==> src/script_token_lexer_assert.svh <==
// Assertion macros shared by the script token lexer RTL.
`ifndef SCRIPT_TOKEN_LEXER_ASSERT_SVH
`define SCRIPT_TOKEN_LEXER_ASSERT_SVH
`ifndef SYNTHESIS
`define STL_ASSERT(label, prop, msg) \
    label: assert property (@(posedge clk) disable iff (!rst_n) prop) else $error(msg);
`define STL_NEVER(label, expr, msg) \
    label: assert property (@(posedge clk) disable iff (!rst_n) !(expr)) else $error(msg);
`else
`define STL_ASSERT(label, prop, msg)
`define STL_NEVER(label, expr, msg)
`endif
`endif

==> src/stl_pkg.sv <==
// Types and constants for the script token lexer.
`timescale 1ns / 1ps
`default_nettype none

package stl_pkg;

    typedef struct packed {
        logic [7:0] character;
        logic       final_char;
    } char_item_t;

    typedef struct packed {
        logic [4:0]  token_kind;
        logic [15:0] start_offset;
        logic [15:0] token_length;
        logic [15:0] line_number;
        logic [15:0] column_number;
        logic        string_closed;
        logic        last_token;
    } token_t;

    typedef struct packed {
        logic [1:0] count;
        token_t     first;
        token_t     second;
    } push_t;

    localparam int QUEUE_DEPTH = 4;

    localparam logic [4:0] KIND_END      = 5'd0;
    localparam logic [4:0] KIND_SPACE    = 5'd1;
    localparam logic [4:0] KIND_PLUS     = 5'd2;
    localparam logic [4:0] KIND_MINUS    = 5'd3;
    localparam logic [4:0] KIND_STAR     = 5'd4;
    localparam logic [4:0] KIND_SLASH    = 5'd5;
    localparam logic [4:0] KIND_PERCENT  = 5'd6;
    localparam logic [4:0] KIND_CARET    = 5'd7;
    localparam logic [4:0] KIND_AMP      = 5'd8;
    localparam logic [4:0] KIND_TILDE    = 5'd9;
    localparam logic [4:0] KIND_ASSIGN   = 5'd10;
    localparam logic [4:0] KIND_EQ_EQ    = 5'd11;
    localparam logic [4:0] KIND_LPAREN   = 5'd12;
    localparam logic [4:0] KIND_RPAREN   = 5'd13;
    localparam logic [4:0] KIND_LBRACK   = 5'd14;
    localparam logic [4:0] KIND_RBRACK   = 5'd15;
    localparam logic [4:0] KIND_LBRACE   = 5'd16;
    localparam logic [4:0] KIND_RBRACE   = 5'd17;
    localparam logic [4:0] KIND_COMMENT  = 5'd18;
    localparam logic [4:0] KIND_STRING   = 5'd19;
    localparam logic [4:0] KIND_NUMBER   = 5'd20;
    localparam logic [4:0] KIND_IDENT    = 5'd21;
    localparam logic [4:0] KIND_KW_FIRST = 5'd22;
    localparam logic [4:0] KIND_UNKNOWN  = 5'd29;

    localparam logic [7:0] CH_NUL        = 8'h00;
    localparam logic [7:0] CH_TAB        = 8'h09;
    localparam logic [7:0] CH_NEWLINE    = 8'h0A;
    localparam logic [7:0] CH_CR         = 8'h0D;
    localparam logic [7:0] CH_SPACE      = 8'h20;
    localparam logic [7:0] CH_QUOTE      = 8'h22;
    localparam logic [7:0] CH_HASH       = 8'h23;
    localparam logic [7:0] CH_PERCENT    = 8'h25;
    localparam logic [7:0] CH_AMP        = 8'h26;
    localparam logic [7:0] CH_APOS       = 8'h27;
    localparam logic [7:0] CH_LPAREN     = 8'h28;
    localparam logic [7:0] CH_RPAREN     = 8'h29;
    localparam logic [7:0] CH_STAR       = 8'h2A;
    localparam logic [7:0] CH_PLUS       = 8'h2B;
    localparam logic [7:0] CH_MINUS      = 8'h2D;
    localparam logic [7:0] CH_DOT        = 8'h2E;
    localparam logic [7:0] CH_SLASH      = 8'h2F;
    localparam logic [7:0] CH_DIGIT_0    = 8'h30;
    localparam logic [7:0] CH_DIGIT_9    = 8'h39;
    localparam logic [7:0] CH_EQUAL      = 8'h3D;
    localparam logic [7:0] CH_UPPER_A    = 8'h41;
    localparam logic [7:0] CH_UPPER_Z    = 8'h5A;
    localparam logic [7:0] CH_LBRACK     = 8'h5B;
    localparam logic [7:0] CH_RBRACK     = 8'h5D;
    localparam logic [7:0] CH_CARET      = 8'h5E;
    localparam logic [7:0] CH_UNDERSCORE = 8'h5F;
    localparam logic [7:0] CH_LOWER_A    = 8'h61;
    localparam logic [7:0] CH_LOWER_Z    = 8'h7A;
    localparam logic [7:0] CH_LBRACE     = 8'h7B;
    localparam logic [7:0] CH_RBRACE     = 8'h7D;
    localparam logic [7:0] CH_TILDE      = 8'h7E;

    // keywords: if else while for set get when, right-aligned ASCII
    localparam int KW_COUNT  = 7;
    localparam int KW_TEXT_W = 64;
    localparam logic [KW_TEXT_W-1:0] KW_TEXT [KW_COUNT] = '{
        64'h0000_0000_0000_6966,
        64'h0000_0000_656C_7365,
        64'h0000_0077_6869_6C65,
        64'h0000_0000_0066_6F72,
        64'h0000_0000_0073_6574,
        64'h0000_0000_0067_6574,
        64'h0000_0000_7768_656E
    };
    localparam logic [3:0] KW_LEN [KW_COUNT] = '{
        4'd2, 4'd4, 4'd5, 4'd3, 4'd3, 4'd3, 4'd4
    };

endpackage

`default_nettype wire

==> src/stl_front.sv <==
// Lexer front end: scans characters and builds up to two tokens per transaction.
`timescale 1ns / 1ps
`default_nettype none
`include "script_token_lexer_assert.svh"

module stl_front
    import stl_pkg::*;
#(
    parameter int COUNT_WIDTH   = 16,
    parameter int KEYWORD_CHARS = 5
)
(
    input  logic       clk,
    input  logic       rst_n,
    input  logic       src_valid,
    input  logic       src_stall,
    input  char_item_t src_data,
    output push_t      push
);

    localparam int CW      = COUNT_WIDTH;
    localparam int KW_BITS = 8 * KEYWORD_CHARS;

    typedef enum logic [2:0] {
        MODE_IDLE,
        MODE_COMMENT,
        MODE_STRING,
        MODE_NUMBER,
        MODE_IDENT
    } mode_t;

    mode_t               mode_reg,   mode_next;
    logic [CW-1:0]       pos_reg,    pos_next;
    logic [CW-1:0]       tstart_reg, tstart_next;
    logic [CW-1:0]       run_reg,    run_next;
    logic [KW_BITS-1:0]  kw_reg,     kw_next;
    logic                peq_reg,    peq_next;
    logic                squote_reg, squote_next;
    logic [CW-1:0]       line_reg,   line_next;
    logic [CW-1:0]       col_reg,    col_next;
    logic [CW-1:0]       sline_reg,  sline_next;
    logic [CW-1:0]       scol_reg,   scol_next;

    logic          accept;
    logic [7:0]    c;
    logic [7:0]    quote_char;
    logic [CW-1:0] run_inc;
    logic          done;
    logic          e1_v, e2_v, e3_v;
    token_t        e1, e2, e3;
    logic [4:0]    e2_kind;
    logic [CW-1:0] e2_len;

    function automatic logic [CW-1:0] sat_inc(input logic [CW-1:0] v);
        return (v == '1) ? v : v + 1'b1;
    endfunction

    function automatic logic is_digit(input logic [7:0] ch);
        return ch >= CH_DIGIT_0 && ch <= CH_DIGIT_9;
    endfunction

    function automatic logic is_alpha(input logic [7:0] ch);
        return (ch >= CH_LOWER_A && ch <= CH_LOWER_Z) || (ch >= CH_UPPER_A && ch <= CH_UPPER_Z);
    endfunction

    function automatic token_t make_token(
        input logic [4:0]    kind,
        input logic [CW-1:0] start,
        input logic [CW-1:0] len,
        input logic [CW-1:0] line,
        input logic [CW-1:0] col,
        input logic          closed
    );
        token_t t;
        t.token_kind    = kind;
        t.start_offset  = 16'(start);
        t.token_length  = 16'(len);
        t.line_number   = 16'(line);
        t.column_number = 16'(col);
        t.string_closed = closed;
        t.last_token    = 1'b0;
        return t;
    endfunction

    function automatic logic [4:0] ident_kind(
        input logic [KW_BITS-1:0] kw,
        input logic [CW-1:0]      run
    );
        logic [4:0] kind;
        kind = KIND_IDENT;
        for (int k = 0; k < KW_COUNT; k++) begin
            if (run == CW'(KW_LEN[k]) && KW_TEXT_W'(kw) == KW_TEXT[k]) begin
                kind = KIND_KW_FIRST + 5'(k);
            end
        end
        return kind;
    endfunction

    function automatic logic [4:0] char_kind(input logic [7:0] ch);
        logic [4:0] kind;
        case (ch) inside
            CH_SPACE, CH_TAB, CH_CR, CH_NEWLINE: kind = KIND_SPACE;
            CH_PLUS:    kind = KIND_PLUS;
            CH_MINUS:   kind = KIND_MINUS;
            CH_STAR:    kind = KIND_STAR;
            CH_SLASH:   kind = KIND_SLASH;
            CH_PERCENT: kind = KIND_PERCENT;
            CH_CARET:   kind = KIND_CARET;
            CH_AMP:     kind = KIND_AMP;
            CH_TILDE:   kind = KIND_TILDE;
            CH_LPAREN:  kind = KIND_LPAREN;
            CH_RPAREN:  kind = KIND_RPAREN;
            CH_LBRACK:  kind = KIND_LBRACK;
            CH_RBRACK:  kind = KIND_RBRACK;
            CH_LBRACE:  kind = KIND_LBRACE;
            CH_RBRACE:  kind = KIND_RBRACE;
            default:    kind = KIND_UNKNOWN;
        endcase
        return kind;
    endfunction

    assign accept     = src_valid && !src_stall;
    assign c          = src_data.character;
    assign quote_char = squote_reg ? CH_APOS : CH_QUOTE;
    assign run_inc    = sat_inc(run_reg);

    always_comb
    begin
        mode_next   = mode_reg;
        pos_next    = pos_reg;
        tstart_next = tstart_reg;
        run_next    = run_reg;
        kw_next     = kw_reg;
        peq_next    = peq_reg;
        squote_next = squote_reg;
        line_next   = line_reg;
        col_next    = col_reg;
        sline_next  = sline_reg;
        scol_next   = scol_reg;
        done    = 1'b0;
        e1_v    = 1'b0;
        e2_v    = 1'b0;
        e3_v    = 1'b0;
        e1      = '0;
        e2      = '0;
        e3      = '0;
        e2_kind = KIND_UNKNOWN;
        e2_len  = CW'(1);

        // close or extend the token in progress (old start fields)
        if (peq_reg) begin
            peq_next = 1'b0;
            e1_v     = 1'b1;
            if (c == CH_EQUAL) begin
                e1   = make_token(KIND_EQ_EQ, tstart_reg, CW'(2), sline_reg, scol_reg, 1'b0);
                done = 1'b1;
            end else begin
                e1 = make_token(KIND_ASSIGN, tstart_reg, CW'(1), sline_reg, scol_reg, 1'b0);
            end
        end else begin
            unique case (mode_reg)
                MODE_COMMENT: begin
                    if (c == CH_NEWLINE || c == CH_NUL) begin
                        e1_v      = 1'b1;
                        e1        = make_token(KIND_COMMENT, tstart_reg, run_reg, sline_reg,
                                               scol_reg, 1'b0);
                        mode_next = MODE_IDLE;
                    end else begin
                        run_next = run_inc;
                        done     = 1'b1;
                    end
                end
                MODE_STRING: begin
                    if (c == quote_char) begin
                        run_next  = run_inc;
                        e1_v      = 1'b1;
                        e1        = make_token(KIND_STRING, tstart_reg, run_inc, sline_reg,
                                               scol_reg, 1'b1);
                        mode_next = MODE_IDLE;
                        done      = 1'b1;
                    end else if (c == CH_NUL) begin
                        e1_v      = 1'b1;
                        e1        = make_token(KIND_STRING, tstart_reg, run_reg, sline_reg,
                                               scol_reg, 1'b0);
                        mode_next = MODE_IDLE;
                    end else begin
                        run_next = run_inc;
                        done     = 1'b1;
                    end
                end
                MODE_NUMBER: begin
                    if (is_digit(c) || c == CH_DOT) begin
                        run_next = run_inc;
                        done     = 1'b1;
                    end else begin
                        e1_v      = 1'b1;
                        e1        = make_token(KIND_NUMBER, tstart_reg, run_reg, sline_reg,
                                               scol_reg, 1'b0);
                        mode_next = MODE_IDLE;
                    end
                end
                MODE_IDENT: begin
                    if (is_alpha(c) || is_digit(c) || c == CH_UNDERSCORE) begin
                        if (run_reg < CW'(KEYWORD_CHARS)) begin
                            kw_next = {kw_reg[KW_BITS-9:0], c};
                        end
                        run_next = run_inc;
                        done     = 1'b1;
                    end else begin
                        e1_v      = 1'b1;
                        e1        = make_token(ident_kind(kw_reg, run_reg), tstart_reg, run_reg,
                                               sline_reg, scol_reg, 1'b0);
                        mode_next = MODE_IDLE;
                    end
                end
                MODE_IDLE: ;
                default: ;
            endcase
        end

        // this character starts a new token
        if (!done) begin
            tstart_next = pos_reg;
            sline_next  = line_reg;
            scol_next   = col_reg;
            run_next    = CW'(1);
            unique case (c) inside
                CH_NUL: begin
                    e2_v    = 1'b1;
                    e2_kind = KIND_END;
                    e2_len  = '0;
                end
                CH_EQUAL: peq_next = 1'b1;
                CH_HASH:  mode_next = MODE_COMMENT;
                CH_QUOTE: begin
                    mode_next   = MODE_STRING;
                    squote_next = 1'b0;
                end
                CH_APOS: begin
                    mode_next   = MODE_STRING;
                    squote_next = 1'b1;
                end
                [CH_DIGIT_0:CH_DIGIT_9]: mode_next = MODE_NUMBER;
                [CH_UPPER_A:CH_UPPER_Z], [CH_LOWER_A:CH_LOWER_Z]: begin
                    mode_next = MODE_IDENT;
                    kw_next   = KW_BITS'(c);
                end
                default: begin
                    e2_v    = 1'b1;
                    e2_kind = char_kind(c);
                end
            endcase
            e2 = make_token(e2_kind, pos_reg, e2_len, line_reg, col_reg, 1'b0);
        end

        if (c == CH_NEWLINE) begin
            line_next = sat_inc(line_reg);
            col_next  = CW'(1);
        end else begin
            col_next = sat_inc(col_reg);
        end
        pos_next = sat_inc(pos_reg);

        // end of source: flush whatever is open and start over
        if (src_data.final_char) begin
            if (peq_next) begin
                e3_v = 1'b1;
                e3   = make_token(KIND_ASSIGN, tstart_next, CW'(1), sline_next, scol_next, 1'b0);
            end else begin
                e3_v = mode_next != MODE_IDLE;
                unique case (mode_next)
                    MODE_COMMENT: e3 = make_token(KIND_COMMENT, tstart_next, run_next,
                                                  sline_next, scol_next, 1'b0);
                    MODE_STRING:  e3 = make_token(KIND_STRING, tstart_next, run_next,
                                                  sline_next, scol_next, 1'b0);
                    MODE_NUMBER:  e3 = make_token(KIND_NUMBER, tstart_next, run_next,
                                                  sline_next, scol_next, 1'b0);
                    MODE_IDENT:   e3 = make_token(ident_kind(kw_next, run_next), tstart_next,
                                                  run_next, sline_next, scol_next, 1'b0);
                    MODE_IDLE:    ;
                    default:      ;
                endcase
            end
            if (e3_v) begin
                e3.last_token = 1'b1;
            end else if (e2_v) begin
                e2.last_token = 1'b1;
            end else if (e1_v) begin
                e1.last_token = 1'b1;
            end
            mode_next   = MODE_IDLE;
            pos_next    = '0;
            tstart_next = '0;
            run_next    = '0;
            kw_next     = '0;
            peq_next    = 1'b0;
            squote_next = 1'b0;
            line_next   = CW'(1);
            col_next    = CW'(1);
            sline_next  = CW'(1);
            scol_next   = CW'(1);
        end

        push.count  = accept ? (2'(e1_v) + 2'(e2_v) + 2'(e3_v)) : 2'd0;
        push.first  = e1_v ? e1 : (e2_v ? e2 : e3);
        push.second = (e1_v && e2_v) ? e2 : e3;
    end

    always_ff @(posedge clk or negedge rst_n)
    begin
        if (!rst_n) begin
            mode_reg   <= MODE_IDLE;
            pos_reg    <= '0;
            tstart_reg <= '0;
            run_reg    <= '0;
            kw_reg     <= '0;
            peq_reg    <= 1'b0;
            squote_reg <= 1'b0;
            line_reg   <= CW'(1);
            col_reg    <= CW'(1);
            sline_reg  <= CW'(1);
            scol_reg   <= CW'(1);
        end else if (accept) begin
            mode_reg   <= mode_next;
            pos_reg    <= pos_next;
            tstart_reg <= tstart_next;
            run_reg    <= run_next;
            kw_reg     <= kw_next;
            peq_reg    <= peq_next;
            squote_reg <= squote_next;
            line_reg   <= line_next;
            col_reg    <= col_next;
            sline_reg  <= sline_next;
            scol_reg   <= scol_next;
        end
    end

    `STL_NEVER(a_peq_idle, peq_reg && mode_reg != MODE_IDLE, "held '=' while a token is open")
    `STL_NEVER(a_open_len, mode_reg != MODE_IDLE && run_reg == '0, "open token with zero length")
    `STL_NEVER(a_push_cnt, push.count == 2'd3, "more than two tokens from one character")

endmodule

`default_nettype wire

==> src/stl_queue.sv <==
// Token queue: takes up to two tokens per cycle, delivers one per cycle while tok_stall is low.
`timescale 1ns / 1ps
`default_nettype none
`include "script_token_lexer_assert.svh"

module stl_queue
    import stl_pkg::*;
(
    input  logic   clk,
    input  logic   rst_n,
    input  push_t  push,
    output logic   full,
    output logic   tok_valid,
    output token_t tok_data,
    input  logic   tok_stall
);

    localparam int PTR_W = $clog2(QUEUE_DEPTH);
    localparam int CNT_W = $clog2(QUEUE_DEPTH + 1);

    token_t             mem [QUEUE_DEPTH];
    logic [PTR_W-1:0]   rd_ptr_reg, rd_ptr_next;
    logic [PTR_W-1:0]   wr_ptr_reg, wr_ptr_next;
    logic [PTR_W-1:0]   wr_ptr_inc;
    logic [CNT_W-1:0]   count_reg,  count_next;
    logic               pop;

    assign tok_valid  = count_reg != '0;
    assign tok_data   = mem[rd_ptr_reg];
    assign pop        = tok_valid && !tok_stall;
    // room for a full two-token transaction is required before accepting
    assign full       = count_reg > CNT_W'(QUEUE_DEPTH - 2);
    assign wr_ptr_inc = wr_ptr_reg + 1'b1;

    assign rd_ptr_next = rd_ptr_reg + PTR_W'(pop);
    assign wr_ptr_next = wr_ptr_reg + PTR_W'(push.count);
    assign count_next  = count_reg + CNT_W'(push.count) - CNT_W'(pop);

    always_ff @(posedge clk)
    begin
        if (push.count != 2'd0) begin
            mem[wr_ptr_reg] <= push.first;
        end
        if (push.count == 2'd2) begin
            mem[wr_ptr_inc] <= push.second;
        end
    end

    always_ff @(posedge clk or negedge rst_n)
    begin
        if (!rst_n) begin
            rd_ptr_reg <= '0;
            wr_ptr_reg <= '0;
            count_reg  <= '0;
        end else begin
            rd_ptr_reg <= rd_ptr_next;
            wr_ptr_reg <= wr_ptr_next;
            count_reg  <= count_next;
        end
    end

    `STL_NEVER(a_overflow, count_reg > CNT_W'(QUEUE_DEPTH), "token queue overflow")
    `STL_NEVER(a_push_full, push.count != 2'd0 && full, "push into a full token queue")
    `STL_ASSERT(a_ptr_gap, (wr_ptr_reg - rd_ptr_reg) == PTR_W'(count_reg), "queue pointer gap")

endmodule

`default_nettype wire

==> src/script_token_lexer.sv <==
// Top level of the script token lexer: scanner front end and token queue.
`timescale 1ns / 1ps
`default_nettype none

// Streaming lexer. One source byte is taken per clock on src while src_stall is low;
// classified tokens leave on tok in source order, each carrying kind, start offset,
// length, line and column. A byte yields zero, one or two tokens; the scanner writes
// them into a four-entry queue in the same cycle, and the queue hands out one token per
// cycle while tok is not stalled. Input is stalled while fewer than two queue entries
// are free. With an empty queue, the first token of a byte reaches tok the cycle after
// the byte is taken, and a second token follows once the first leaves tok. Marking a byte
// with final_char flushes any open token, flags the last token, and resets the scanner.
module script_token_lexer
    import stl_pkg::*;
#(
    parameter int COUNT_WIDTH   = 16,
    parameter int KEYWORD_CHARS = 5
)
(
    input  logic       clk,
    input  logic       rst_n,
    input  logic       src_valid,
    output logic       src_stall,
    input  char_item_t src_data,
    output logic       tok_valid,
    input  logic       tok_stall,
    output token_t     tok_data
);

    push_t push;

    stl_front #(
        .COUNT_WIDTH   (COUNT_WIDTH),
        .KEYWORD_CHARS (KEYWORD_CHARS)
    ) u_front (
        .clk       (clk),
        .rst_n     (rst_n),
        .src_valid (src_valid),
        .src_stall (src_stall),
        .src_data  (src_data),
        .push      (push)
    );

    stl_queue u_queue (
        .clk       (clk),
        .rst_n     (rst_n),
        .push      (push),
        .full      (src_stall),
        .tok_valid (tok_valid),
        .tok_data  (tok_data),
        .tok_stall (tok_stall)
    );

endmodule

`default_nettype wire
==> config.mk <==
export PLATFORM = sky130hd
export DESIGN_NAME = script_token_lexer
export DESIGN_NICKNAME = d
export VERILOG_FILES = /design/src/stl_pkg.sv /design/src/stl_front.sv /design/src/stl_queue.sv /design/src/script_token_lexer.sv
export VERILOG_INCLUDE_DIRS = /design/src /design/src/src
export SDC_FILE = /design/constraint.sdc
export NUM_CORES = 1
export LEC_CHECK = 0
export BUFFER_PORTS_ARGS = -buffer_cell sky130_fd_sc_hd__buf_2
export CAP_MARGIN = 25
export CELL_PAD_IN_SITES_DETAIL_PLACEMENT = 2
export CELL_PAD_IN_SITES_GLOBAL_PLACEMENT = 2
export CORE_UTILIZATION = 35
export CTS_BUF_LIST = sky130_fd_sc_hd__clkbuf_8
export CTS_CLUSTER_SIZE = 12
export DETAILED_ROUTE_END_ITERATION = 6
export PLACE_DENSITY = 0.77
export SETUP_SLACK_MARGIN = 0.15
export SYNTH_ARGS = -nofsm -noshare
export SYNTH_HDL_FRONTEND = slang
export SYNTH_SLANG_ARGS = --single-unit
==> constraint.sdc <==
create_clock -name clk -period 9.8 [get_ports clk]
set_input_delay 0 -clock clk [delete_from_list [all_inputs] [get_ports clk]]
set_output_delay 0 -clock clk [all_outputs]
set_load 0.01 [all_outputs]
==> results.rst <==
.. list-table::
   :header-rows: 1

   * - Metric
     - Value
   * - Pin count of the biggest net entering global routing
     - 66
   * - Number of hold violations in the final report
     - 0
   * - Die footprint
     - just under 70000 sq um
   * - Number of buffers between clock root and the deepest sink
     - 3
   * - Initial standard-cell utilization of the core
     - between 30% and 40%
   * - Final worst path period share
     - 77.0%
   * - Worst min-delay path startpoint
     - src_data[4]
   * - Critical path's top delay family
     - simple AND/OR/NAND/NOR gates
   * - Placed wire-length estimate after detailed placement
     - 58100 um
   * - Non-filler instance count after layout
     - 3035
   * - Mean Syn Cell Area
     - 11.5 sq um
   * - F_max
     - ~0.13 GHz
   * - Placeable core region
     - between 60000 and 70000 sq um
   * - All-Layer GR Usage
     - about a quarter
   * - Peak supply drop
     - between 0.1 and 0.15 mV
   * - Via-to-Cell Ratio
     - about 6.4
   * - Number of flops mapped to enable cells by yosys
     - between 200 and 300
   * - Fraction of layout cells with a size suffix above 1
     - between 15 and 20%
   * - Post-CTS Setup Repair Bufs
     - 0
   * - Synthesized net count
     - 2101
   * - Worst rel slew slack
     - between 20% and 30%
   * - Number of DRC violations after detailed routing
     - 0
   * - Placed instance count
     - 2864
   * - Maximum level of the CTS H-tree
     - 3
   * - Number of routed nets with antenna violations
     - 0
   * - FFs w/ async S/R, synth
     - between 30 and 40%
   * - Count of maximum capacitance violations
     - 0
   * - Total routed wirelength
     - 89200 um
   * - Count of yosys warnings during synthesis
     - 0
   * - Worst Hold Class
     - input port to flip-flop
   * - Setup repair after global routing missed its margin
     - false
   * - Final count of negative-setup-slack endpoints
     - 0
   * - Required arrival time at the worst endpoint
     - about 10 ns
   * - Via count of the first global-routing pass
     - 20900
   * - Antenna violations before repair
     - 3
   * - Static power due to leakage
     - approximately 10 nW
   * - Share of synthesized area occupied by flip-flops and latches
     - a little over half
   * - Signal arrival time at the worst endpoint
     - about 8.1 ns
   * - Input/output buffers
     - between 80 and 90
   * - Register share of total power
     - 39.1%
   * - Cell seen most often among critical-path stages
     - nor2_1
   * - Most common cell after layout, fill and taps aside
     - edfxtp_1
   * - Run status
     - complete, no violations
   * - Non-Filler Cell Area, Final
     - 27000 sq um
   * - CTS tree
     - yes
   * - DRT Pass-1 Iters
     - 5
   * - Slew at the pin closest to its max-slew limit
     - approximately 1.1 ns
   * - Synthesized netlist cell count
     - about 2100
   * - Power density normalized to cell area
     - 246 nW/um^2
   * - Launch point of the worst path
     - src_data[6]
   * - Cell area after technology mapping
     - about 24000 sq um
   * - Predominant post-synthesis flop cell
     - edfxtp_1
   * - Violation count after the first detailed-route iteration
     - about 1700
   * - Die span in x
     - about 260 um
   * - Post-route setup TNS
     - 0 ns
   * - Logic pwr share
     - around a third
   * - Final worst clock skew
     - between 0.03 and 0.04 ns
   * - Switching part of the total
     - between 30 and 40%
   * - Critical path fanouts, max
     - 30
   * - Net load switching power
     - ~2.6 mW
   * - Global-route wire length before repair
     - approximately 140000 um
   * - Chip Height
     - roughly 260 um
   * - Grt ovf
     - 0
   * - Critical path endpoint category
     - flip-flop
   * - CTS Root Cell
     - clkbuf_8
   * - Slew Limit Fails
     - 0
   * - Routed len/inst
     - a little under 30 um
   * - Final min period
     - roughly 7.5 ns
   * - Crit path buffers/inverters
     - 4
   * - Power Total
     - 6.64 mW
   * - Flip-flop and latch count after synthesis
     - 448
   * - Commonest cells after routing, fill and taps aside
     - edfxtp_1 (280), a22o_1 (279), nand2_1 (163)
   * - Largest register FFs
     - ~280
   * - Clk pwr share
     - between 20 and 30%
   * - Internal power component
     - just over 4 mW
   * - Path type of the worst setup path
     - input port to flip-flop
   * - Via count
     - 19300
   * - Number of sinks on the clock net
     - 448
   * - Placement Rows
     - between 90 and 100
   * - Ports
     - 86
   * - Critical-path cell list
     - dlygate4sd3_1, buf_2, or4b_1, nor4b_1, nor3_1, nor3b_1, nand3_1, inv_1, fa_1, nor2_1, nor2_1, nor2_1, nor2_1, o22ai_4, buf_4, a22o_1
   * - Distinct cell type count after synthesis
     - between 80 and 90
   * - Latest clock arrival within the worst-skew pair
     - 0.69 ns
   * - CP max-delay cell
     - nor2_1
   * - Clock buffers created by TritonCTS
     - 82
   * - Area Growth Syn to Fin
     - 13.2%
   * - Startpoint of the lowest-slack register-to-register path
     - u_front.mode_reg[2]
   * - Cell Area, Placed
     - 25000 sq um
   * - Post-layout net count
     - 2123
   * - CTS clock-pin slew for the worst setup and hold paths
     - 0.06 ns
   * - Final estimated routing congestion in global placement
     - 0.888
   * - Worst path max stage delay
     - between 0.8 and 0.9 ns
   * - Sort of element at the start of the critical path
     - input port
-- metal layers --
layer / vias to the layer above / part of all wire (%) / track usage [%]
met2: 632 / 50 / 43.3
met5: - / 0 / 0
li1: 8234 / - / -
met4: 0 / 2.3 / 7.79
met1: 10300 / 43 / 34.2
met3: 127 / 5.0 / 3.79
-- worst min-delay path: stages --
cell and delay [ns]:
buf_2 0.25, nand4_1 0.33, or3_1 0.24, o22ai_1 0.10
-- layout make-up --
class	instances	area [sq um]
Antenna cell	1	2.50
Clock buffer	100	1380
Clock inverter	49	335
Fill cell	6952	40300
Inverter	29	114
Multi-Input combinational cell	1393	10500
Sequential cell	448	12600
Tap cell	873	1090
Timing Repair Buffer	142	976
-- synthesized netlist by cell type, types with 16 or more instances --
| master | n | area share, % |
|---|---|---|
| a21oi_1 | 58 | 1.2 |
| a22o_1 | 279 | 10 |
| a22oi_1 | 22 | 0.69 |
| a31oi_1 | 16 | 0.42 |
| and2_1 | 17 | 0.45 |
| and3_1 | 24 | 0.63 |
| buf_1 | 25 | 0.39 |
| clkbuf_1 | 167 | 2.6 |
| dfrtp_1 | 160 | 17 |
| edfxtp_1 | 280 | 35 |
| inv_1 | 29 | 0.46 |
| mux4_2 | 71 | 6.7 |
| nand2_1 | 163 | 2.6 |
| nand3_1 | 43 | 0.90 |
| nand4_1 | 35 | 0.92 |
| nor2_1 | 116 | 1.8 |
| nor2b_1 | 17 | 0.45 |
| nor3_1 | 47 | 0.99 |
| nor4_1 | 33 | 0.87 |
| o21ai_0 | 79 | 1.7 |
| o22ai_1 | 67 | 1.8 |
| o2bb2ai_1 | 27 | 0.99 |
| or3_1 | 17 | 0.45 |
| xor2_1 | 34 | 1.2 |
-- repair_timing --
item / in CTS / in global routing
resized for setup: 0 / 0
hold endpoints to repair: 98 / 0
hold buffers: 18 / 0
-- power by group through the flow --
stage          clock network [mW]  registers (mW)  logic, mW
2_1_floorplan                   0            2.42       1.40
3_3_place_gp                    0            2.60       2.05
3_5_place_dp                    0            2.63       2.12
4_1_cts                      1.92            2.60       2.15
5_1_grt                      1.99            2.64       2.29
6_report                     1.88            2.60       2.16
-- final timing paths --
check	to	cells past startpoint	slack, ns
max in group asynchronous	u_front.tstart_reg[12]	5	7.81
worst max-delay path	u_queue.mem[3][58]	16	2.25
worst max register to register	u_queue.mem[3][58]	15	2.33
worst min register to register	u_queue.mem[3][1]	1	0.50
worst min-delay path	u_front.peq_reg	4	0.30
min in group asynchronous	u_front.run_reg[9]	4	0.50
-- cells by family (layout without fill, tap and decap cells) --
group	after synthesis	after routing	share of synthesized area, %
AO/OA/AOI/OAI	646	646	20.5
buffers and inverters	233	320	3.73
adder cells (fa/ha/maj)	14	14	0.798
flip-flops	448	448	52.9
XOR/XNOR	48	48	1.76
other	0	1	0
multiplexers	79	79	7.06
AND/OR/NAND/NOR	606	606	13.3
-- stage by stage --
stage          utilization (%)  setup WS (ns)  hold slack (ns)
3_3_place_gp              37.1           2.76           0.0769
2_1_floorplan                -           4.15           -0.296
6_report                  40.1           2.25            0.298
4_1_cts                   40.0           2.45            0.229
5_1_grt                   40.1           2.00            0.293
3_5_place_dp              37.2           2.42           0.0889
No activity file was read; power rests on OpenSTA's default activity.
